$ cat config.mk
export PLATFORM = sky130hd
export DESIGN_NAME = grm_state
export DESIGN_NICKNAME = d
export VERILOG_FILES = /design/src/rtl/grm_pkg.sv /design/src/rtl/grm_state.sv
export SDC_FILE = /design/constraint.sdc
export NUM_CORES = 2
export LEC_CHECK = 0
export BUFFER_PORTS_ARGS = -buffer_cell sky130_fd_sc_hd__buf_2
export CORE_UTILIZATION = 30
export DETAILED_ROUTE_END_ITERATION = 8
export MAX_ROUTING_LAYER = met4
export PLACE_DENSITY_LB_ADDON = 0.2
export SLEW_MARGIN = 20
export SYNTH_ARGS = -nofsm -noshare
export SYNTH_HDL_FRONTEND = slang
export SYNTH_SLANG_ARGS = --single-unit
$ cat constraint.sdc
create_clock -name clk -period 15.6 [get_ports clk]
set_input_delay 1.56 -clock clk [delete_from_list [all_inputs] [get_ports clk]]
set_output_delay 1.56 -clock clk [all_outputs]
set_load 0.1 [all_outputs]
$ cat src/rtl/grm_pkg.sv
// Shared constants, types and register codes for the Geiger rate meter.
// Every other file of the block imports this package; it depends on nothing.
package grm_pkg;

  localparam int AVG_DEPTH  = 10;

  localparam int FUNC_W     = 2;
  localparam int COUNT_W    = 16;
  localparam int CNT_W      = 32;
  localparam int INTERVAL_W = 16;
  localparam int DOSE_W     = 24;
  localparam int CFG_W      = 24;
  localparam int IDX_W      = 1;
  localparam int RATE_W     = 32;
  localparam int HELD_W     = 4;

  localparam int FILL_W = $clog2(AVG_DEPTH + 1);
  localparam int POS_W  = (AVG_DEPTH > 1) ? $clog2(AVG_DEPTH) : 1;
  localparam int SUM_W  = CNT_W + FILL_W;

  localparam int MS_PER_SEC  = 1000;
  localparam int SEC_PER_MIN = 60;
  localparam int MS_PER_MIN  = 60000;
  localparam int MIN_W       = 16;
  localparam int SEC_W       = 23;
  localparam int FRAC_W      = 10;

  localparam int DIVD_W    = SUM_W + MIN_W;
  localparam int QUO_W     = 32;
  localparam int DIV_CNT_W = $clog2(QUO_W + 1);

  localparam int PROD_W  = RATE_W + DOSE_W;
  localparam int Q_SHIFT = 16;

  localparam logic [INTERVAL_W-1:0] INTERVAL_RESET = 16'd3000;
  localparam logic [DOSE_W-1:0]     DOSE_RESET     = 24'd373574;

  typedef logic [FUNC_W-1:0] func_t;
  localparam func_t FUNC_ADD     = 2'd0;
  localparam func_t FUNC_TICK    = 2'd1;
  localparam func_t FUNC_RESTART = 2'd2;

  localparam logic [IDX_W-1:0] REG_INTERVAL = 1'b0;
  localparam logic [IDX_W-1:0] REG_DOSE     = 1'b1;

  typedef struct packed {
    logic [CNT_W-1:0]  total;
    logic [SEC_W-1:0]  sec;
    logic [SUM_W-1:0]  sum;
    logic [FILL_W-1:0] fill;
  } grm_snap_t;

endpackage

$ cat src/rtl/grm_state.sv
// Counter state and the ring of finished interval counts, held in a memory
// that is read at the transfer and written back in the cycle after it. Uses grm_pkg.
module grm_state import grm_pkg::*; (
  input  logic                  clk,
  input  logic                  rst,
  input  logic                  take,
  input  logic                  update,
  input  func_t                 func,
  input  logic [COUNT_W-1:0]    count,
  input  logic [INTERVAL_W-1:0] interval_ms,
  output grm_snap_t             snap
);

  localparam int BND_W = CNT_W + INTERVAL_W;

  logic [CNT_W-1:0]   ring [AVG_DEPTH];
  logic [CNT_W-1:0]   rd_data;
  func_t              func_q;
  logic [COUNT_W-1:0] count_q;
  logic [BND_W-1:0]   boundary;

  logic [CNT_W-1:0]   total;
  logic [CNT_W-1:0]   elapsed;
  logic [FRAC_W-1:0]  frac;
  logic [SEC_W-1:0]   sec;
  logic [CNT_W-1:0]   interval_events;
  logic [CNT_W-1:0]   interval_number;
  logic [POS_W-1:0]   write_pos;
  logic [FILL_W-1:0]  fill;
  logic [SUM_W-1:0]   sum;

  logic               past;
  logic               push;
  logic               restart;
  logic [CNT_W-1:0]   count_ext;

  function automatic logic [CNT_W-1:0] sat_add(input logic [CNT_W-1:0] a,
                                               input logic [CNT_W-1:0] b);
    logic [CNT_W:0] s;
    s = {1'b0, a} + {1'b0, b};
    return s[CNT_W] ? '1 : s[CNT_W-1:0];
  endfunction

  assign count_ext = CNT_W'(count_q);
  assign past      = BND_W'(elapsed) >= boundary;
  assign push      = update && func_q == FUNC_ADD && past;
  assign restart   = update && func_q == FUNC_RESTART;

  always_ff @(posedge clk) begin
    if (take) begin
      func_q   <= func;
      count_q  <= count;
      boundary <= BND_W'(interval_number) * BND_W'(interval_ms);
      rd_data  <= ring[write_pos];
    end
    if (push) begin
      ring[write_pos] <= interval_events;
    end
  end

  always_ff @(posedge clk) begin
    if (rst || restart) begin
      total           <= '0;
      elapsed         <= '0;
      frac            <= '0;
      sec             <= '0;
      interval_events <= '0;
      interval_number <= CNT_W'(1);
      write_pos       <= '0;
      fill            <= '0;
      sum             <= '0;
    end else if (update) begin
      case (func_q)
        FUNC_ADD: begin
          total <= sat_add(total, count_ext);
          if (past) begin
            if (fill == FILL_W'(AVG_DEPTH)) begin
              sum <= sum - SUM_W'(rd_data) + SUM_W'(interval_events);
            end else begin
              fill <= fill + 1'b1;
              sum  <= sum + SUM_W'(interval_events);
            end
            write_pos <= (write_pos == POS_W'(AVG_DEPTH - 1)) ? '0 : write_pos + 1'b1;
            interval_events <= count_ext;
            if (interval_number != '1) begin
              interval_number <= interval_number + 1'b1;
            end
          end else begin
            interval_events <= sat_add(interval_events, count_ext);
          end
        end
        FUNC_TICK: begin
          if (elapsed != '1) begin
            elapsed <= elapsed + 1'b1;
            if (frac == FRAC_W'(MS_PER_SEC - 1)) begin
              frac <= '0;
              sec  <= sec + 1'b1;
            end else begin
              frac <= frac + 1'b1;
            end
          end
        end
        default: begin
        end
      endcase
    end
  end

  assign snap.total = total;
  assign snap.sec   = sec;
  assign snap.sum   = sum;
  assign snap.fill  = fill;

  a_fill_max: assert property (@(posedge clk) disable iff (rst)
    fill <= FILL_W'(AVG_DEPTH))
    else $error("ring fill above depth");

  a_pos_range: assert property (@(posedge clk) disable iff (rst)
    write_pos <= POS_W'(AVG_DEPTH - 1))
    else $error("ring write position out of range");

  a_fill_pos: assert property (@(posedge clk) disable iff (rst)
    fill != FILL_W'(AVG_DEPTH) |-> FILL_W'(write_pos) == fill)
    else $error("write position does not track fill while the ring fills");

endmodule

# After elaboration in Yosys (flattened, before gate mapping)
# Memories as Yosys holds them, arrays and structs flattened. A register that Yosys moved wholly into a read port is not among the register bits.
# Index checks and enable logic that the tools add are counted.
[op_classes] reduce_logical=11 n_mul=1 muxes=8 addsub=11 eq_ne=7 magnitude_cmp=1 bitwise=1
[ops] cell="32-bit two-way mux" n=3
[ops] cell="36-bit by 32-bit adder with 36-bit output" n=2
[ops] cell="32-bit by 16-bit adder with 33-bit output" n=2
[ops] cell="32-bit by 1-bit adder with 32-bit output (second input constant)" n=2
[ops] cell="32-bit != test (second input constant)" n=2
[ops] cell="32-bit by 48-bit greater-or-equal comparator with 1-bit output" n=1
[ops] cell="32-bit by 16-bit multiplier with 48-bit output" n=1
[ops] cell="36-bit two-way mux" n=1
[ops] cell="36-bit by 32-bit subtractor with 36-bit output" n=1
[ops] cell="23-bit by 1-bit adder with 23-bit output (second input constant)" n=1
[ops] cell="4-bit AND reduction" n=3
[ops] cell="10-bit by 1-bit adder with 10-bit output (second input constant)" n=1
[ops] cell="10-bit equality test (second input constant)" n=1
[ops] cell="10-bit two-way mux" n=1
[ops] cell="4-bit by 1-bit adder with 4-bit output (second input constant)" n=2
[ops] cell="4-bit equality test (second input constant)" n=2
[ops] cell="3-bit AND reduction" n=2
[ops] cell="4-bit two-way mux" n=1
[ops] cell="1-bit logical AND" n=3
[ops] cell="2-bit by 1-bit equality test with 1-bit output (second input constant)" n=1
[ops] cell="2-bit equality test (second input constant)" n=1
[ops] cell="2-bit logical NOT" n=1
[ops] cell="1-bit two-way mux" n=2
[ops] cell="2-bit AND reduction" n=1
[ops] cell="other kinds (2)" n=2
[totals] mem_count=1 out_inout_bits=95 mem_bits_rw=320 inputBits=38 ff_bits=271 wordCells=53
[memory_table] memory="ring" depth=10 word_bits=32 read_ports=1 rd_ports_with_merged_regs=1 wr=1 line="grm_state.sv:16" source="logic [CNT_W-1:0] ring [AVG_DEPTH];"

# Longest topological paths before layout
[logic_depth] ltp_word=5 ltp_mapped=26 depth_no_buf=24

# Worst setup path before layout
# No wires, ideal clock.
[synth_timing] kind="in2reg" startpoint="input port interval_ms[10]" endpoint="register boundary[47] (data pin)" setup_time_ns=0.271 t_required_ns=15.329 stages=22 slack_ns=7.980 arrival_ns=7.349 n_path_buf=1 cell_sequence="buf_1 -> nand2_1 -> fa_1 -> inv_1 -> fa_1 -> fa_1 -> fa_1 -> fa_1 -> inv_1 -> fa_1 -> inv_1 -> ha_1 -> a211oi_1 -> o211ai_1 -> o2111ai_1 -> a2111oi_2 -> o21ai_1 -> nand3_1 -> a21oi_2 -> o21ai_2 -> a2111oi_0 -> nor3_1"
[synth_between] elab_chain_len=1
[synth_rtl] item="start, declared" line="grm_state.sv:10" source="input logic [INTERVAL_W-1:0] interval_ms,"
[synth_rtl] item="32-bit by 16-bit multiplier with 48-bit output" line="grm_state.sv:53" source="boundary <= BND_W'(interval_number) * BND_W'(interval_ms);"
[synth_rtl] item="end signal, assigned" line="grm_state.sv:53"
[synth_rtl] item="end, declared" line="grm_state.sv:20" source="logic [BND_W-1:0] boundary;"
# Every way passes these cells.
# A chain may end at the register's enable or synchronous reset.

# Final worst setup path
[layout_timing] startpoint="input port interval_ms[3]" endpoint="register boundary[47] (data pin)"
# Same word-level chain as after synthesis.

==> results.yml <==
floorplan:
  die-area_mm2: 0.159
  start_util_pct: 30.2
  die_x_um: 399
  core-area_mm2: 0.156
  die_y_um: 399
  io_pins: 133
  rows: 145
sta:
  maxSlewViolCount: 0
  fmax_mhz: 120
  setup_viol: 0
  tightest_slew_ns: 1.13
  max_slew_margin_pct: 24.4
  grt_setup_unrepaired: "no"
  final_hold_viol_count: 0
  setup_tns_ns: 0
  finalCritPeriodShare_pct: 53.5
  skew_ns: 0.0453
  post-route-min-period_ns: 8.34
final_layout:
  nets: 5346
  areaGrowthSynthToFinish_pct: 11.6
  diodes: 0
  fillers: 15921
  layout-drive-gt1-share_pct: 9.64
  instances_no_fill: 6714
  final_area_mm2: 0.0526
setup_path:
  cp_max_fo: 32
  critPathArrivalTime_ns: 8.71
  worst_path_max_delay_cell: "a2111oi_2"
  timing.rr.start: "interval_number[5]"
  critPathRequiredTime_ns: 15.97
  crit_start: "interval_ms[3]"
  worst_setup_path_end_kind: "flip-flop"
  worst_path_largest_cell_delay_ns: 0.82
  cp.buffers_inverters: 4
  crit_family: "adder cells"
  worstSetupPathType: "input pin to flip-flop"
  cpMostUsedCell: "fa_1"
  cp-start-kind: "input pin"
  path_cells: "buf_2 > nand2_1 > fa_1 > fa_1 > fa_1 > inv_1 > fa_1 > fa_1 > inv_1 > fa_1 > inv_1 > ha_1 > o21ai_0 > o211ai_1 > o2111ai_1 > a2111oi_2 > o21ai_1 > nand3_1 > a21oi_2 > o21ai_2 > and4_1 > nor3_1"
clocking:
  h-tree-depth: 3
  clkTransAtPathRegs_ns: 0.06
  clk_latency_ns: 0.68
  cts_tree: "built"
  postCtsSetupRepairBufs: 0
  cts-hold-fix-buffers: 0
  clk_path_buf_depth: 3
  cts_resized: 0
  clock_sinks: 623
  clk_root_buffer_cell: "clkbuf_16"
  cts_buffers: 74
grt:
  grt_pass1_wl_um: 210000
  antenna_found_initial: 0
  grt_usage_pct: 17.8
  grt_pass1_vias: 34170
  grt_overflow: 0
  grt_max_degree: 79
power_and_ir_drop:
  peakVddDrop_uv: 80.6
  comb_power_share_pct: 5.5
  p_sw_share_pct: 24.4
  p_int_mw: 2.86
  p_clk_share_pct: 47.3
  power.leakage_nw: 21.8
  powerDensity_mw_per_mm2: 71.9
  p_switching_uw: 924
  p_seq_share_pct: 47.2
hold_path:
  min_from: "frac[9]"
  hp-class: "flip-flop to flip-flop"
detailed_routing:
  ant_nets: 0
  drtIter0Drc: 2070
  vias: 33281
  routed_wl_um: 135000
  routed_via_density: 4.96
  wl_per_cell_um: 20.2
  drc: 0
  first_pass_iters: 5
yosys:
  yosysSeqAreaShare_pct: 35.3
  ys.flop_type: "edfxtp_1"
  synth.net_count: 5299
  synth_seq_cells: 623
  syn_area_per_cell_um2: 10.4
  ys_types: 98
  ys_warn_count: 0
  syn_area_mm2: 0.0472
  synth_top_cell_by_area: "edfxtp_1"
  synth_edf_count: 418
  synthArstFlopShare_pct: 0
  synth_top_area_share_pct: 26.6
  synthCells: 4548
  ys_top_cells_by_area: "edfxtp_1 (27%), fa_1 (19%), dfxtp_1 (8.7%), ha_1 (6.9%), inv_1 (5.3%)"
placement:
  globalplace.congestion: 0.851
  portBuffers: 132
  dpl-instance-area_mm2: 0.0501
  dp_hpwl_um: 95600
  place_inst: 6577
run_status:
  run_status: "finished clean"
job:
  cap_violations: 0
-- worst register-to-register path, stage by stage, from the launching register on --
cell and delay [ns]:
dfxtp_1 0.98, nand2_1 0.19, fa_1 0.57, inv_1 0.05, fa_1 0.50, inv_1 0.05, fa_1 0.48, inv_1 0.07
fa_1 0.50, fa_1 0.54, inv_1 0.05, fa_1 0.54, inv_1 0.04, ha_1 0.35, and3_1 0.28, nand2_1 0.09
nand4bb_1 0.26, a31oi_1 0.37, o21ai_0 0.26, a21oi_1 0.39, nor2b_1 0.31, o22ai_1 0.17, o311ai_0 0.37, xor2_1 0.11
-- per-stage QoR --
| step | worst slack (ns) | util (%) | hold slack, ns | power [mW] |
|---|---|---|---|---|
| 2_1_floorplan | 7.98 | - | 0.453 | 1.95 |
| 4_1_cts | 7.38 | 33.7 | 0.486 | 3.84 |
| 5_1_grt | 6.93 | 33.7 | 0.538 | 3.92 |
| 3_3_place_gp | 6.69 | 32.1 | 0.467 | 2.03 |
| 3_5_place_dp | 6.72 | 32.1 | 0.475 | 2.03 |
| 6_report | 7.26 | 33.7 | 0.493 | 3.78 |
-- cell families after synthesis --
logic type / Yosys count / share of synthesized area, %
simple gates: 1250 / 13.0
xor+xnor: 204 / 3.79
mux: 106 / 3.95
flops: 623 / 35.3
compound gates: 760 / 10.6
fa+ha+maj: 713 / 26.1
buf+inv: 892 / 7.20
-- per-layer routing --
layer	track usage [%]	wire length, um
met5	-	0
met4	3.18	1980
met3	2.70	6820
met2	28.2	62100
met1	24.4	64500
-- area by class of cell --
cell class / count / area [um^2] / area share, %
clock buffer: 98 / 2030 / 3.85
inverter: 670 / 2510 / 4.78
timing repair buffer: 193 / 1120 / 2.13
multi-input combinational: 3033 / 27200 / 51.7
sequential: 623 / 16700 / 31.7
clock inverter: 39 / 499 / 0.949
tap: 2058 / 2570 / 4.89
-- cells in the mapped netlist, types with 44 or more instances --
cell type  instances
o21ai_0          140
mux4_2            64
xnor2_1          106
inv_1            670
clkbuf_1         184
a211oi_1          67
xor2_1            98
nand2_1          465
dfxtp_1          205
nand4_1           44
and2_1           259
nand3_1           71
nor2_1           210
a21o_1            84
ha_1             260
a21oi_1          237
nor3_1            45
edfxtp_1         418
fa_1             453
-- cell usage in the layout, fill, tap and decap left out, types with 71 or more instances in the layout --
cell type  count
inv_1        670
nand2_1      465
fa_1         453
edfxtp_1     418
ha_1         260
and2_1       258
a21oi_1      236
nor2_1       204
dfxtp_1      201
o21ai_0      140
buf_2        131
xnor2_1      106
xor2_1        98
a21o_1        84
clkbuf_16     75
nand3_1       71
-- sequential cells by signal (all words and copies together) (netlist names), 10 cells and up --
name and flops:
elapsed 32, sum 36, count_q 16, sec 23, frac 10, rd_data 32, boundary 48, interval_events 32
interval_number 32, ring 320, total 32
-- worst paths after layout --
path	end	slack [ns]	cells past startpoint
worst max-delay path	boundary[47]	7.26	22
worst min-delay path	frac[9]	0.49	2
worst max register to register	boundary[40]	7.76	23
worst min register to register	frac[9]	0.49	2
-- power by group through the flow --
stage | Sequential (mW) | Clock (mW) | Combinational [mW]
detailed placement | 1.82 | 0 | 0.208
global placement | 1.82 | 0 | 0.207
floorplan | 1.83 | 0 | 0.119
global route | 1.79 | 1.91 | 0.228
finish | 1.78 | 1.79 | 0.208
CTS | 1.78 | 1.85 | 0.209
Power figures use the tool's default switching activity.
