[src/rtl/grm_pkg.sv]
// Shared constants, types and register codes for the Geiger rate meter.
// Every other file of the block imports this package; it depends on nothing.
package grm_pkg;

  localparam int AVG_DEPTH  = 10;

  localparam int FUNC_W     = 2;
  localparam int COUNT_W    = 16;
  localparam int CNT_W      = 32;
  localparam int INTERVAL_W = 16;
  localparam int DOSE_W     = 24;
  localparam int CFG_W      = 24;
  localparam int IDX_W      = 1;
  localparam int RATE_W     = 32;
  localparam int HELD_W     = 4;

  localparam int FILL_W = $clog2(AVG_DEPTH + 1);
  localparam int POS_W  = (AVG_DEPTH > 1) ? $clog2(AVG_DEPTH) : 1;
  localparam int SUM_W  = CNT_W + FILL_W;

  localparam int MS_PER_SEC  = 1000;
  localparam int SEC_PER_MIN = 60;
  localparam int MS_PER_MIN  = 60000;
  localparam int MIN_W       = 16;
  localparam int SEC_W       = 23;
  localparam int FRAC_W      = 10;

  localparam int DIVD_W    = SUM_W + MIN_W;
  localparam int QUO_W     = 32;
  localparam int DIV_CNT_W = $clog2(QUO_W + 1);

  localparam int PROD_W  = RATE_W + DOSE_W;
  localparam int Q_SHIFT = 16;

  localparam logic [INTERVAL_W-1:0] INTERVAL_RESET = 16'd3000;
  localparam logic [DOSE_W-1:0]     DOSE_RESET     = 24'd373574;

  typedef logic [FUNC_W-1:0] func_t;
  localparam func_t FUNC_ADD     = 2'd0;
  localparam func_t FUNC_TICK    = 2'd1;
  localparam func_t FUNC_RESTART = 2'd2;

  localparam logic [IDX_W-1:0] REG_INTERVAL = 1'b0;
  localparam logic [IDX_W-1:0] REG_DOSE     = 1'b1;

  typedef struct packed {
    logic [CNT_W-1:0]  total;
    logic [SEC_W-1:0]  sec;
    logic [SUM_W-1:0]  sum;
    logic [FILL_W-1:0] fill;
  } grm_snap_t;

endpackage

[src/rtl/grm_div.sv]
// Radix-2 restoring divider with a saturating 32-bit quotient.
// Depends on grm_pkg for the operand widths.
module grm_div import grm_pkg::*; (
  input  logic              clk,
  input  logic              rst,
  input  logic              start,
  input  logic [DIVD_W-1:0] dividend,
  input  logic [QUO_W-1:0]  divisor,
  output logic              busy,
  output logic [QUO_W-1:0]  quotient
);

  localparam int HI_W = DIVD_W - QUO_W;

  logic [DIV_CNT_W-1:0] steps;
  logic [QUO_W-1:0]     rem;
  logic [QUO_W-1:0]     dvs;
  logic [QUO_W-1:0]     quo;
  logic [HI_W-1:0]      hi;
  logic                 fits;
  logic [QUO_W:0]       trial;
  logic [QUO_W:0]       diff;
  logic                 ge;

  assign hi    = dividend[DIVD_W-1:QUO_W];
  assign fits  = QUO_W'(hi) < divisor;
  assign trial = {rem, quo[QUO_W-1]};
  assign diff  = trial - {1'b0, dvs};
  assign ge    = trial >= {1'b0, dvs};

  always_ff @(posedge clk) begin
    if (rst) begin
      steps <= '0;
    end else if (start) begin
      steps <= (divisor != '0 && fits) ? DIV_CNT_W'(QUO_W) : '0;
    end else if (steps != '0) begin
      steps <= steps - 1'b1;
    end
  end

  always_ff @(posedge clk) begin
    if (start) begin
      dvs <= divisor;
      rem <= QUO_W'(hi);
      if (divisor == '0) begin
        quo <= '0;
      end else if (!fits) begin
        quo <= '1;
      end else begin
        quo <= dividend[QUO_W-1:0];
      end
    end else if (steps != '0) begin
      rem <= ge ? diff[QUO_W-1:0] : trial[QUO_W-1:0];
      quo <= {quo[QUO_W-2:0], ge};
    end
  end

  assign busy     = steps != '0;
  assign quotient = quo;

endmodule

[config.mk]
export PLATFORM = sky130hd
export DESIGN_NAME = grm_div
export DESIGN_NICKNAME = d
export VERILOG_FILES = /design/src/rtl/grm_pkg.sv /design/src/rtl/grm_div.sv
export SDC_FILE = /design/constraint.sdc
export NUM_CORES = 1
export LEC_CHECK = 0
export ABC_CLOCK_PERIOD_IN_PS = 9050
export BUFFER_PORTS_ARGS = -buffer_cell sky130_fd_sc_hd__buf_2
export CAP_MARGIN = 20
export CORE_AREA = 2 2 119 121
export DETAILED_ROUTE_END_ITERATION = 10
export DIE_AREA = 0 0 121 123
export GPL_TIMING_DRIVEN = 0
export PLACE_DENSITY = 0.82
export SETUP_SLACK_MARGIN = 0.5
export SLEW_MARGIN = 10
export SYNTH_ARGS = -nofsm -noshare
export SYNTH_HDL_FRONTEND = slang
export SYNTH_SLANG_ARGS = --single-unit
[constraint.sdc]
create_clock -name clk -period 9.05 [get_ports clk]
set_input_delay 0.4525 -clock clk [delete_from_list [all_inputs] [get_ports clk]]
set_output_delay 0.4525 -clock clk [all_outputs]
set_load 0.02 [all_outputs]
**After elaboration in Yosys (flattened, before gate mapping)**

Index checks and enable logic that the tools add are counted.

- Register bits: 102
- Input port bits: 87
- Logic and storage cells: 24

- Add/subtract/negate cells: 2
- Magnitude comparators: 2
- Mux-type cells: 10
- Reduce and logical (&&, ||, !) cells: 5

Operators by type and width:

| operator | number |
|---|---|
| 2-to-1 mux 32 bit | 5 |
| 2-to-1 mux 20 bit | 2 |
| >= comparator 33 x 32 -> 1 bit | 1 |
| logical NOT 32 bit | 1 |
| less-than comparator 20 x 32 -> 1 bit | 1 |
| nonzero test 32 bit | 1 |
| subtractor 32 bit | 1 |
| 2-to-1 mux 6 bit | 3 |
| nonzero test 6 bit | 1 |
| subtractor 6 x 1 -> 6 bit (second input constant) | 1 |
| nonzero test 2 bit | 1 |
| logical AND 1 bit | 1 |

**Logic depth before layout (Yosys ltp)**

Gate-level depths: netlist of run 1.

- Depth after elaboration: 4
- Mapped depth: 13
- Depth with buffers taken out: 11

**Least setup slack after synthesis of run 1**

No wires, ideal clock.

- Path type: flip-flop to flip-flop
- Start: register steps[0]
- End: register steps[5]
- Arrival: 2.741 ns
- Path slack: 6.185 ns
- Stages on the path, launching flop included: 8
- Path buffers: 1
- Cell sequence: dfxtp_1 > inv_1 > ha_1 > nand2_1 > nor3_1 > clkbuf_1 > nand2_1 > and3b_1

- Longest elaborated chain between the ends: 3
- Elaborated cells between the ends (all ways): 5

RTL lines:

| element | line | text |
|---|---|---|
| start, declared | grm_div.sv:15 | `logic [DIV_CNT_W-1:0] steps;` |
| start signal, assigned | grm_div.sv:35 | `steps <= (divisor != '0 && fits) ? DIV_CNT_W'(QUO_W) : '0;` |
| start signal, assigned | grm_div.sv:37 | `steps <= steps - 1'b1;` |
| subtractor 6 x 1 -> 6 bit | grm_div.sv:37 |  |
| 2-to-1 mux 6 bit | grm_div.sv:36 | `end else if (steps != '0) begin` |
| 2-to-1 mux 6 bit | grm_div.sv:34 | `end else if (start) begin` |

Parallel ways exist; a longest one is shown, timed or not. The select of a mux whose other input is x is not followed.
A chain may end at the register's enable or synchronous reset.

**Worst setup path in the final report of run 1**

- Start: register rem[15]
- End: register rem[19], data pin

- Longest elaborated chain between the ends: 4
- Elaborated cells between the ends (all ways): 5

RTL lines:

| element | line | text |
|---|---|---|
| start, declared | grm_div.sv:16 | `logic [QUO_W-1:0] rem;` |
| start signal, assigned | grm_div.sv:44 | `rem <= QUO_W'(hi);` |
| start signal, assigned | grm_div.sv:53 | `rem <= ge ? diff[QUO_W-1:0] : trial[QUO_W-1:0];` |
| subtractor 32 bit / >= comparator 33 x 32 -> 1 bit (equally long branches) | grm_div.sv:28, grm_div.sv:29 |  |
| 2-to-1 mux 32 bit * | grm_div.sv:53 |  |
| 2-to-1 mux 20 bit * | grm_div.sv:52 | `end else if (steps != '0) begin` |
| 2-to-1 mux 20 bit * | grm_div.sv:42 | `if (start) begin` |

Mark *: on every way between the ends. The rest lies on a longest branch, timed or not. The select of a mux whose other input is x is not followed.

==> results of run 1 <==
-- worst paths after layout --
| path | end | slack (ns) | cells after the start |
|---|---|---|---|
| setup / recovery | rem[19]$_DFFE_PP_ | 5.91 | 9 |
| setup reg to reg | rem[19]$_DFFE_PP_ | 5.91 | 9 |
| hold reg to reg | rem[22]$_SDFFE_PP0P_ | 0.50 | 2 |
| hold / removal | dvs[27]$_DFFE_PP_ | 0.28 | 1 |
-- per-stage QoR --
step / hold WS (ns) / cell area [µm²]
3_3_place_gp: 0.486 / 7490
4_1_cts: 0.278 / 7810
2_1_floorplan: 0.466 / 6670
6_report: 0.284 / 7810
3_5_place_dp: 0.491 / 7520
5_1_grt: 0.281 / 7810
-- state kept, by name (all words and copies together) (netlist names) --
| register | count |
|---|---|
| steps | 6 |
| dvs | 32 |
| quotient | 32 |
| rem | 32 |
-- power by group through the flow --
| stage | Clock, W | Combinational (W) | Sequential (W) |
|---|---|---|---|
| floorplan | 0 | 0.000921 | 0.000915 |
| global placement | 0 | 0.00132 | 0.000835 |
| detailed placement | 0 | 0.00136 | 0.000830 |
| CTS | 0.000405 | 0.00137 | 0.000824 |
| global route | 0.000424 | 0.00152 | 0.000843 |
| finish | 0.000401 | 0.00139 | 0.000827 |
-- routing by layer --
metal / vias to the layer above / GRT usage / part of all wire
li1: 2851 / - / -
met1: 2777 / 0.304 / 0.42
met2: 225 / 0.390 / 0.50
met3: 20 / 0.0383 / 0.070
met4: 0 / 0.0705 / 0.015
met5: - / 0 / 0
-- cells by family (layout without fill, tap and decap cells) --
group / after synthesis / after routing
buf+inv: 92 / 228
compound gates: 190 / 190
fa+ha+maj: 53 / 53
flops: 102 / 102
mux: 10 / 10
simple gates: 231 / 231
xor+xnor: 26 / 26
-- worst reg2reg max path: cells and delay by family, from the launching register on --
family          cells  cell delay (ns)
simple gates        1             0.12
buf+inv             1             0.30
fa+ha+maj           1             0.40
compound gates      6             1.67
flops               1             0.40
-- layout make-up --
| cell class | count | area [µm²] | share of cell area |
|---|---|---|---|
| buffer | 32 | 145 | 0.0186 |
| multi-input combinational | 510 | 3420 | 0.438 |
| tap | 180 | 225 | 0.0288 |
| sequential | 102 | 2880 | 0.369 |
| timing repair buffer | 120 | 616 | 0.0788 |
| inverter | 60 | 225 | 0.0288 |
| clock inverter | 6 | 66.3 | 0.00849 |
| clock buffer | 10 | 229 | 0.0293 |
-- cells in the final DEF (no fill, tap or decap), types with 3 or more instances in the layout --
cell type  count
a211o_1        4
a21o_1        21
a21oi_1       40
a311oi_1       4
a31oi_1       22
and2_1         4
buf_2        120
clkbuf_1      28
clkbuf_16      9
dfxtp_1       18
edfxtp_1      84
ha_1          52
inv_1         60
inv_6          3
mux2_2         4
mux2i_1        6
nand2_1       70
nand2b_1       8
nand3_1       20
nand4_1       10
nor2_1        79
nor2b_1        4
nor3_1        10
nor4_1        12
o21a_1         5
o21ai_0       24
o21bai_1       4
o22ai_1        4
o2bb2ai_1     31
o31ai_1        3
or3_1          5
xnor2_1       15
xor2_1        11
==> results.md, run 1 <==
* Top-count cell post-synth: edfxtp_1
* Hpwl dp at 12900 µm
* CP Max Fanout at 10
* Max-cap violations at 0
* Root Driver: clkbuf_16
* Largest net degree at the start of global routing at 37
* Fillers at 1176
* Pre-CTS WS at 5.76 ns
* Unique cell type count in the Yosys netlist at 62
* Setup CP Type: register to register
* RSZ-0062 raised after global routing: false
* Area contributors post-synth: edfxtp_1, ha_1, dfxtp_1
* Top Family by Delay on Critical Path: compound AO/OA/AOI/OAI gates
* Fin cells at 1020
* Final core utilization at 0.574
* Status: completed
* Setup ws final at 5.91 ns
* Yosys top cell by area: edfxtp_1
* First-pass DRT Iterations at 5
* Routed WL per cell at 17.0 µm
* Share of cells above drive strength 1 at 0.188
* Critical Path End Type: register
* Slew Limit Fails at 0
* Nets at 975
* Placed cell count at 1004
* # diodes at 0
* Syn-to-layout area delta at 17.1%
* Sequential share of the synthesized area at 0.432
* # setup viols final at 0
* PD cells at 335 mW/mm²
* Post-Synth Adder-Cell Area at 0.100
* Die Wd at 121 µm
* Mean Syn Cell Area at 9.48 µm²
* Int Power at 0.00147 W
* Hold buffers post-CTS at 0
* Fin crit share at 0.347
* Final WL at 17400 µm
* Area of the core at 0.0136 mm²
* Yosys top cell area share at 0.378
* Fmax at 0.319 GHz
* IO Pins at 120
* Max stage delay on crit path at 0.57 ns
* Routed vias/inst at 5.76
* Setup TNS at 0 ns
* Post-CTS Resized at 0
* Reg power frac at 0.316
* Synthesized flop and latch total at 102
* Clk sinks at 102
* Ys flop type: edfxtp_1
* Clock group share of total power at 0.153
* FF-to-FF Start: rem[15]$_DFFE_PP_
* Crit path from: rem[15]$_DFFE_PP_
* Max_slew headroom at 0.383
* Fraction of registers with async set/reset at 0
* WP data arrival at 3.26 ns
* WP data required at 9.17 ns
* Leak pwr at 3.47 nW
* Most frequent cells after synthesis: edfxtp_1, nor2_1, nand2_1
* Mux share of post-synthesis cell area at 0.0157
* GRT Residual Overflow at 0
* Switch share at 0.437
* Fin crit period at 3.14 ns
* CTS tree: yes
* Worst-path cell chain: ha_1 > a21o_1 > a31oi_1 > nand2_1 > o41ai_4 > o21bai_4 > a21o_1 > clkbuf_1 > a31o_2
* EDFF count, synth at 84
* Die Y at 123 µm
* GPL Wtd Cong at 0.914
* Overall global routing resource usage at 0.230
* Std cell rows at 43
* Total number of vias at 5873
* Syn Nets at 844
* Worst path buffer plus inverter count at 1
* Post-Synth Simple-Gate Area at 0.156
* YS warnings at 0
* Setup Fix Bufs, Post-CTS at 0
* Mapped Cells at 704
* Vias in the first global route at 5363
* H-tree depth at 3
* Full die area at 0.0149 mm²
* First-pass GRT wire length at 26700 µm
* ANT nets after route at 0
* Post-Syn Area at 0.00667 mm²
* CP Launch Type: register
* Worst vdd ir at 140 µV
* Port Buf Inserts at 119
* Min-delay src: divisor[27]
* Setup Skew at 0.0134 ns
* # DRC at 0
* Total power at 0.00262 W
* Worst slew pin tran at 0.917 ns
* Antenna violations before repair at 0
* Initial Utilization at 0.490
* Post-synthesis xor/xnor area fraction at 0.0341
* Fin. Hold Viols at 0
* Most used cell, CP: a21o_1
* Worst-Skew Late Latency at 0.37 ns
* Comb power frac at 0.531
* CP max stage cell: o41ai_4
* DRT iter0 DRCs at 472
* Clock-pin slew on the worst setup and hold paths at 0.07 ns
* P_sw at 0.00115 W
* Largest family of logic cells by synthesized area: compound AO/OA/AOI/OAI gates
* Clock tree buffer depth at 2
* Complex-gate fraction of the synthesized area at 0.207
* Type of the worst min-delay path: primary input to register
* CTS Buf Count at 9
(Power assumes the default switching activity.)
==> run 2, diff against run 1 <==
- ABC_AREA: unset -> 1
- ABC_CLOCK_PERIOD_IN_PS: 9050 -> 2800
- CORE_AREA: 2 2 119 121 -> 2 2 130 132
- DIE_AREA: 0 0 121 123 -> 0 0 132 134
- PLACE_DENSITY: 0.82 -> 0.83
- clock period: 9.05 -> 2.8 ns (I/O delays scaled with it)
==> run 2 against run 1 <==
  * Via count rose by 35%
  * Clock power rose to 3.3 times the previous value
  * Cell area rose by 30%
  * Setup slack got worse by 5.4 ns
  * Register-to-register slack got worse by 5.4 ns
  * Critical endpoint is now rem[16]$_DFFE_PP_
  * Wire length rose by 31%
==> results.md, run 2 <==
* Status: completed
* Worst slew pin tran at 0.916 ns (-0.00130 ns)
* Yosys top cell area share at 0.315 (-0.0629)
* Root Driver: clkbuf_16
* CP max stage cell: edfxtp_1
* # DRC at 0 (unchanged)
* Die Wd at 132 µm (+9.1%)
* Sequential Area at 0.00288 mm² (unchanged)
* DP Area at 0.00891 mm² (+19%)
* Full die area at 0.0177 mm² (+19%)
* Hpwl dp at 16800 µm (+30%)
* P_sw at 0.00403 W (+250%)
* Port Buf Inserts at 119 (unchanged)
* CP Launch Type: register
* First-pass GRT wire length at 35100 µm (+31%)
* Ys flop type: edfxtp_1
* Clock-pin slew on the worst setup and hold paths at 0.07 ns (about the same)
* Synthesized flop and latch total at 102 (unchanged)
* Max stage delay on crit path at 0.36 ns (-0.21 ns)
* Initial Utilization at 0.492 (+0.00121)
* GRT Residual Overflow at 0 (unchanged)
* CTS tree: yes
* Cell area after layout at 0.0101 mm² (+30%)
* YS warnings at 0 (unchanged)
* Syn-to-layout area delta at 26.5%
* Nets at 1437 (+47%)
* Area contributors post-synth: edfxtp_1, nand2_1, inv_1
* Int Power at 0.00495 W (+240%)
* Fin. Hold Viols at 0 (unchanged)
* Largest net degree at the start of global routing at 38 (+2.7%)
* Routed WL per cell at 15.0 µm (-12%)
* PD cells at 887 mW/mm² (+160%)
* H-tree depth at 3 (unchanged)
* Syn Nets at 1257 (+49%)
* Yosys top cell by area: edfxtp_1
* DRT iter0 DRCs at 636 (+35%)
* WP data arrival at 2.36 ns (-0.90 ns)
* EDFF count, synth at 84 (unchanged)
* CTS Buf Count at 9 (unchanged)
* RSZ-0062 raised after global routing: true
* Most frequent cells after synthesis: nand2_1, inv_1, edfxtp_1
* Die Y at 134 µm (+8.9%)
* Type of the worst min-delay path: primary input to register
* Total power at 0.00898 W (+240%)
* Fmax at 0.446 GHz (+40%)
* Total number of vias at 7947 (+35%)
* Slew Limit Fails at 0 (unchanged)
* ANT nets after route at 0 (unchanged)
* Top-count cell post-synth: nand2_1
* Max-cap violations at 0 (unchanged)
* Fin crit period at 2.24 ns (-0.893 ns)
* Setup TNS at 0 ns (unchanged)
* WP data required at 2.92 ns (-6.25 ns)
* Clock group share of total power at 0.146 (-0.007)
* GPL Wtd Cong at 0.991 (+8.4%)
* Routed vias/inst at 5.22 (-9.3%)
* Worst-Skew Late Latency at 0.37 ns (about the same)
* Unique cell type count in the Yosys netlist at 39 (-37%)
* CP Max Fanout at 10 (unchanged)
* Switch share at 0.449 (+0.0113)
* Setup CP Type: register to register
* IO Pins at 120 (unchanged)
* Worst vdd ir at 510 µV (+260%)
* Critical Path End Type: register
* Fillers at 1350 (+15%)
* Overall global routing resource usage at 0.247 (+0.0162)
* Most common cell after layout, fill and taps aside: nand2_1
* Area of the core at 0.0163 mm² (+20%)
* Share of cells above drive strength 1 at 0.214 (+0.0254)
* Mean Syn Cell Area at 7.17 µm² (-24%)
* # setup viols final at 0 (unchanged)
* Leak pwr at 5.20 nW (+50%)
* Comb power frac at 0.563 (+0.032)
* Multi-input logic area at 0.00465 mm² (+36%)
* Std cell rows at 47 (+9.3%)
* First-pass DRT Iterations at 5 (unchanged)
* Fin crit share at 0.801 (+0.454)
* Post-Syn Area at 0.00801 mm² (+20%)
* Mapped Cells at 1117 (+59%)
* Worst-path cell chain: inv_1 > ha_2 > a21oi_2 > nand2_1 > a21oi_2 > nand2_4 > nor2_8 > buf_6 > nand3b_1 > nand3_2 > nand2_1
* Vias in the first global route at 7339 (+37%)
* Clock tree buffer depth at 2 (unchanged)
* Final WL at 22800 µm (+31%)
* Setup Skew at 0.00954 ns (-0.00384 ns)
* Reg power frac at 0.291 (-0.025)
* Clk sinks at 102 (unchanged)
* Most frequent cells in the layout: nand2_1, inv_1, buf_2
* Sequential share of the synthesized area at 0.360 (-0.0719)
* Max_slew headroom at 0.389 (+0.00610)
* Antenna violations before repair at 0 (unchanged)
* # diodes at 0 (unchanged)
* Fraction of registers with async set/reset at 0 (unchanged)
==> run 2: changes by cell type after synthesis, moves of 23 or more <==
cell / previous run / this run
inv_1: 60 / 183
nand3b_1: 0 / 57
nand3_1: 20 / 83
nand2_1: 71 / 422
nor2_1: 79 / 56
o2bb2ai_1: 31 / 0
==> run 2: critical path, delay by kind of cell, from the launching register on <==
family	cells	cell delay, ns
flops	1	0.36
compound gates	2	0.43
fa+ha+maj	1	0.31
buf+inv	2	0.26
simple gates	6	0.65
==> run 2: timing repair <==
item                       in CTS  in global routing
hold buffers                   33                  0
buffers inserted                1                 13
setup endpoints to repair      53                103
hold endpoints to repair       33                  0
resized for setup              10                 77
pin swaps                       0                 12
gates cloned                    1                  1
==> run 2: worst paths after layout <==
path	startpoint	cells past startpoint	to	slack (ns)
worst max-delay path	dvs[28]$_DFFE_PP_	11	rem[16]$_DFFE_PP_	0.56
worst min register to register	rem[26]$_SDFFE_PP0P_	2	rem[26]$_SDFFE_PP0P_	0.48
worst min-delay path	dividend[51]	3	rem[19]$_DFFE_PP_	0.06
worst max register to register	dvs[28]$_DFFE_PP_	11	rem[16]$_DFFE_PP_	0.56
==> run 2: kinds of logic (layout without fill, tap and decap cells) <==
| kind of cell | count (synthesis) | in the layout | share of synthesized area |
|---|---|---|---|
| AO/OA/AOI/OAI | 43 | 43 | 0.0327 |
| XOR/XNOR | 17 | 17 | 0.0186 |
| adder cells (fa/ha/maj) | 53 | 53 | 0.0838 |
| buffers and inverters | 219 | 404 | 0.111 |
| flip-flops | 102 | 102 | 0.360 |
| AND/OR/NAND/NOR | 683 | 683 | 0.394 |
==> run 2: layout make-up <==
class,count,share of cell area
multi-input combinational,796,0.459
sequential,102,0.285
timing repair buffer,168,0.106
inverter,192,0.0715
tap,220,0.0272
clock buffer,9,0.0222
buffer,27,0.0206
clock inverter,7,0.00778
timing repair inverter,1,0.000741
==> run 2: power by group through the flow <==
stage | Clock [W] | Combinational, W | Sequential [W]
after detailed placement | 0 | 0.00436 | 0.00252
after global routing | 0.00137 | 0.00554 | 0.00265
after CTS | 0.00132 | 0.00448 | 0.00252
after global placement | 0 | 0.00426 | 0.00253
final | 0.00131 | 0.00505 | 0.00261
after floorplan | 0 | 0.00303 | 0.00273
==> run 2: metrics by stage <==
step / cells / hold WS, ns / util / setup WS, ns
2_1_floorplan: 1117 / 0.211 / - / 0.521
3_3_place_gp: 1456 / 0.315 / 0.546 / 0.0364
3_5_place_dp: 1457 / 0.316 / 0.547 / 0.401
4_1_cts: 1508 / 0.0519 / 0.590 / 0.471
5_1_grt: 1522 / 0.0787 / 0.622 / 0.439
6_report: 1522 / 0.0579 / 0.622 / 0.558
==> run 2: per-layer routing <==
layer / track usage / vias to the layer above / wire length, µm / share of wire
met1: 0.302 / 3647 / 9070 / 0.40
li1: - / 3904 / - / -
met2: 0.427 / 341 / 11100 / 0.49
met3: 0.0590 / 55 / 1960 / 0.086
met5: 0 / - / 0 / 0
met4: 0.0857 / 0 / 649 / 0.029
==> run 3, diff against run 2 <==
- ABC_CLOCK_PERIOD_IN_PS: 2800 -> 1900
- clock period: 2.8 -> 1.9 ns (I/O delays scaled with it)
==> run 3 against run 2 <==
  * The flow now finishes with violations (negative setup slack)
  * Die area unchanged
  * Total power up 82%
  * Setup slack worse by 0.94 ns
  * Register-to-register slack worse by 0.94 ns
  * Sequential cell count unchanged
  * First-iteration DRC count up 29%
  * Critical path depth up 1
  * Via count up 10%
  * Sequential power up 51%
  * Largest cell class unchanged
  * Largest power group unchanged
==> results.md, run 3 (same netlist as run 2, synthesis figures left out) <==
* Largest net degree at the start of global routing at 38 (unchanged)
* Routed WL per cell at 18.7 µm (+25%)
* Hold Worst Slack at 0.0208 ns (-0.0371 ns)
* Max-cap violations at 0 (unchanged)
* Cell area after layout at 0.0118 mm² (+17%)
* # setup viols final at 68 (+68)
* Syn-to-layout area delta at 47.6%
* Int Power at 0.00895 W (+81%)
* Leak pwr at 5.82 nW (+12%)
* WP data arrival at 2.40 ns (+0.04 ns)
* Comb power frac at 0.636 (+0.073)
* Area of the core at 0.0163 mm² (unchanged)
* Die Wd at 132 µm (unchanged)
* PD cells at 1390 mW/mm² (+56%)
* Slew Limit Fails at 0 (unchanged)
* P_sw at 0.00743 W (+85%)
* Clk sinks at 102 (unchanged)
* # diodes at 0 (unchanged)
* DRT iter0 DRCs at 823 (+29%)
* Setup CP Type: register to register
* H-tree depth at 3 (unchanged)
* Switch share at 0.454 (+0.00510)
* Most frequent cells in the layout: nand2_1, inv_1, buf_2
* CP Max Fanout at 10 (unchanged)
* IO Pins at 120 (unchanged)
* Clock tree buffer depth at 2 (unchanged)
* WP data required at 2.01 ns (-0.91 ns)
* Type of the worst min-delay path: primary input to register
* Port Buf Inserts at 119 (unchanged)
* Status: finished, violations left
* Final core utilization at 0.726 (+0.104)
* Root Driver: clkbuf_16
* DP Area at 0.00951 mm² (+6.7%)
* Vias in the first global route at 8569 (+17%)
* Most common cell after layout, fill and taps aside: nand2_1
* CTS Buf Count at 9 (unchanged)
* Critical Path End Type: register
* Clock group share of total power at 0.123 (-0.023)
* Std cell rows at 47 (unchanged)
* Fillers at 1037 (-23%)
* Worst-Skew Late Latency at 0.37 ns (about the same)
* Full die area at 0.0177 mm² (unchanged)
* First-pass GRT wire length at 42700 µm (+22%)
* Antenna violations before repair at 0 (unchanged)
* Reg power frac at 0.240 (-0.051)
* Setup ws final at -0.385 ns (-0.943 ns)
* Fmax at 0.438 GHz (-1.9%)
* CTS tree: yes
* # DRC at 0 (unchanged)
* Final WL at 29500 µm (+29%)
* Hpwl dp at 17600 µm (+4.8%)
* Initial Utilization at 0.492 (unchanged)
* Routed vias/inst at 5.55 (+6.3%)
* Die Y at 134 µm (unchanged)
* CP Launch Type: register
* Fin crit period at 2.29 ns (+0.0427 ns)
* Total number of vias at 8738 (+10%)
* Fin. Hold Viols at 0 (unchanged)
* Share of cells above drive strength 1 at 0.356 (+0.142)
* Worst slew pin tran at 0.630 ns (-0.286 ns)
* Failing checks: negative setup slack
* Fin crit share at 1.20 (+0.402)
* Max_slew headroom at 0.580 (+0.191)
* Setup Skew at 0.0169 ns (+0.00738 ns)
* ANT nets after route at 0 (unchanged)
* Clock-pin slew on the worst setup and hold paths at 0.08 ns (about the same)
* Overall global routing resource usage at 0.304 (+0.0575)
* RSZ-0062 raised after global routing: true
* First-pass DRT Iterations at 7 (+2)
* Worst vdd ir at 968 µV (+90%)
* GPL Wtd Cong at 0.980 (-1.2%)
* GRT Residual Overflow at 0 (unchanged)
* Nets at 1489 (+3.6%)
==> run 3: changes by cell type in the layout (fill, tap and decap cells not counted), sizes merged <==
cell,previous run,this run
clkinvlp,3,2
buf,149,205
clkinv,2,0
clkbuf,22,21
==> run 3: critical path: stages, from the launching register on <==
cell      delay (ns)
edfxtp_1        0.48
ha_4            0.32
nand2_1         0.07
nand2_1         0.07
inv_2           0.08
nand2_2         0.07
a21oi_4         0.16
nor2_4          0.06
nor2_8          0.19
buf_6           0.18
nand3b_1        0.14
nand3_2         0.12
nand2_1         0.07
==> run 3: worst paths after layout <==
| check | from | cells after the start | slack [ns] | endpoint |
|---|---|---|---|---|
| max | rem[19]$_DFFE_PP_ | 12 | -0.39 | rem[6]$_DFFE_PP_ |
| min reg2reg | rem[30]$_SDFFE_PP0P_ | 2 | 0.49 | rem[30]$_SDFFE_PP0P_ |
| max reg2reg | rem[19]$_DFFE_PP_ | 12 | -0.39 | rem[6]$_DFFE_PP_ |
| min | dividend[36] | 3 | 0.02 | rem[4]$_DFFE_PP_ |
==> run 3: through the flow <==
step           std cells  TNS [ns]  worst slack, ns  power [W]
2_1_floorplan       1117    -15.32           -0.273    0.00936
3_3_place_gp        1456    -57.93           -0.763     0.0110
3_5_place_dp        1457    -28.53           -0.420     0.0111
4_1_cts             1563     -5.61           -0.202     0.0150
5_1_grt             1574    -14.53           -0.440     0.0171
6_report            1574    -10.32           -0.385     0.0164
==> run 3: what timing repair did <==
item                                    4_1_cts  5_1_grt
hold buffers                                 33        0
gates resized for setup                     138      105
endpoints found under the hold margin        33        0
gates cloned                                 10        2
endpoints found under the setup margin      119      123
pin swaps                                    47       52
setup buffers                                47        9
==> run 3: area by class of cell <==
| cell class | count | area (µm²) | area share |
|---|---|---|---|
| buffer | 27 | 250 | 0.0212 |
| clock inverter | 5 | 63.8 | 0.00540 |
| sequential | 102 | 2890 | 0.244 |
| clock buffer | 11 | 243 | 0.0205 |
| inverter | 192 | 747 | 0.0632 |
| tap | 220 | 275 | 0.0233 |
| timing repair buffer | 221 | 1860 | 0.157 |
| multi-input combinational | 796 | 5500 | 0.465 |
==> run 3: metal layers <==
layer	vias to the layer above	GRT usage	routed length [µm]
li1	4014	-	-
met1	4047	0.351	10400
met3	145	0.0597	2530
met5	-	0	0
met4	0	0.138	1860
met2	532	0.547	14600
==> run 3: power by group through the flow <==
stage | Clock, W | Sequential (W) | Combinational (W)
floorplan | 0 | 0.00415 | 0.00521
global placement | 0 | 0.00387 | 0.00710
detailed placement | 0 | 0.00386 | 0.00728
CTS | 0.00195 | 0.00384 | 0.00919
global route | 0.00207 | 0.00398 | 0.0111
finish | 0.00202 | 0.00394 | 0.0104
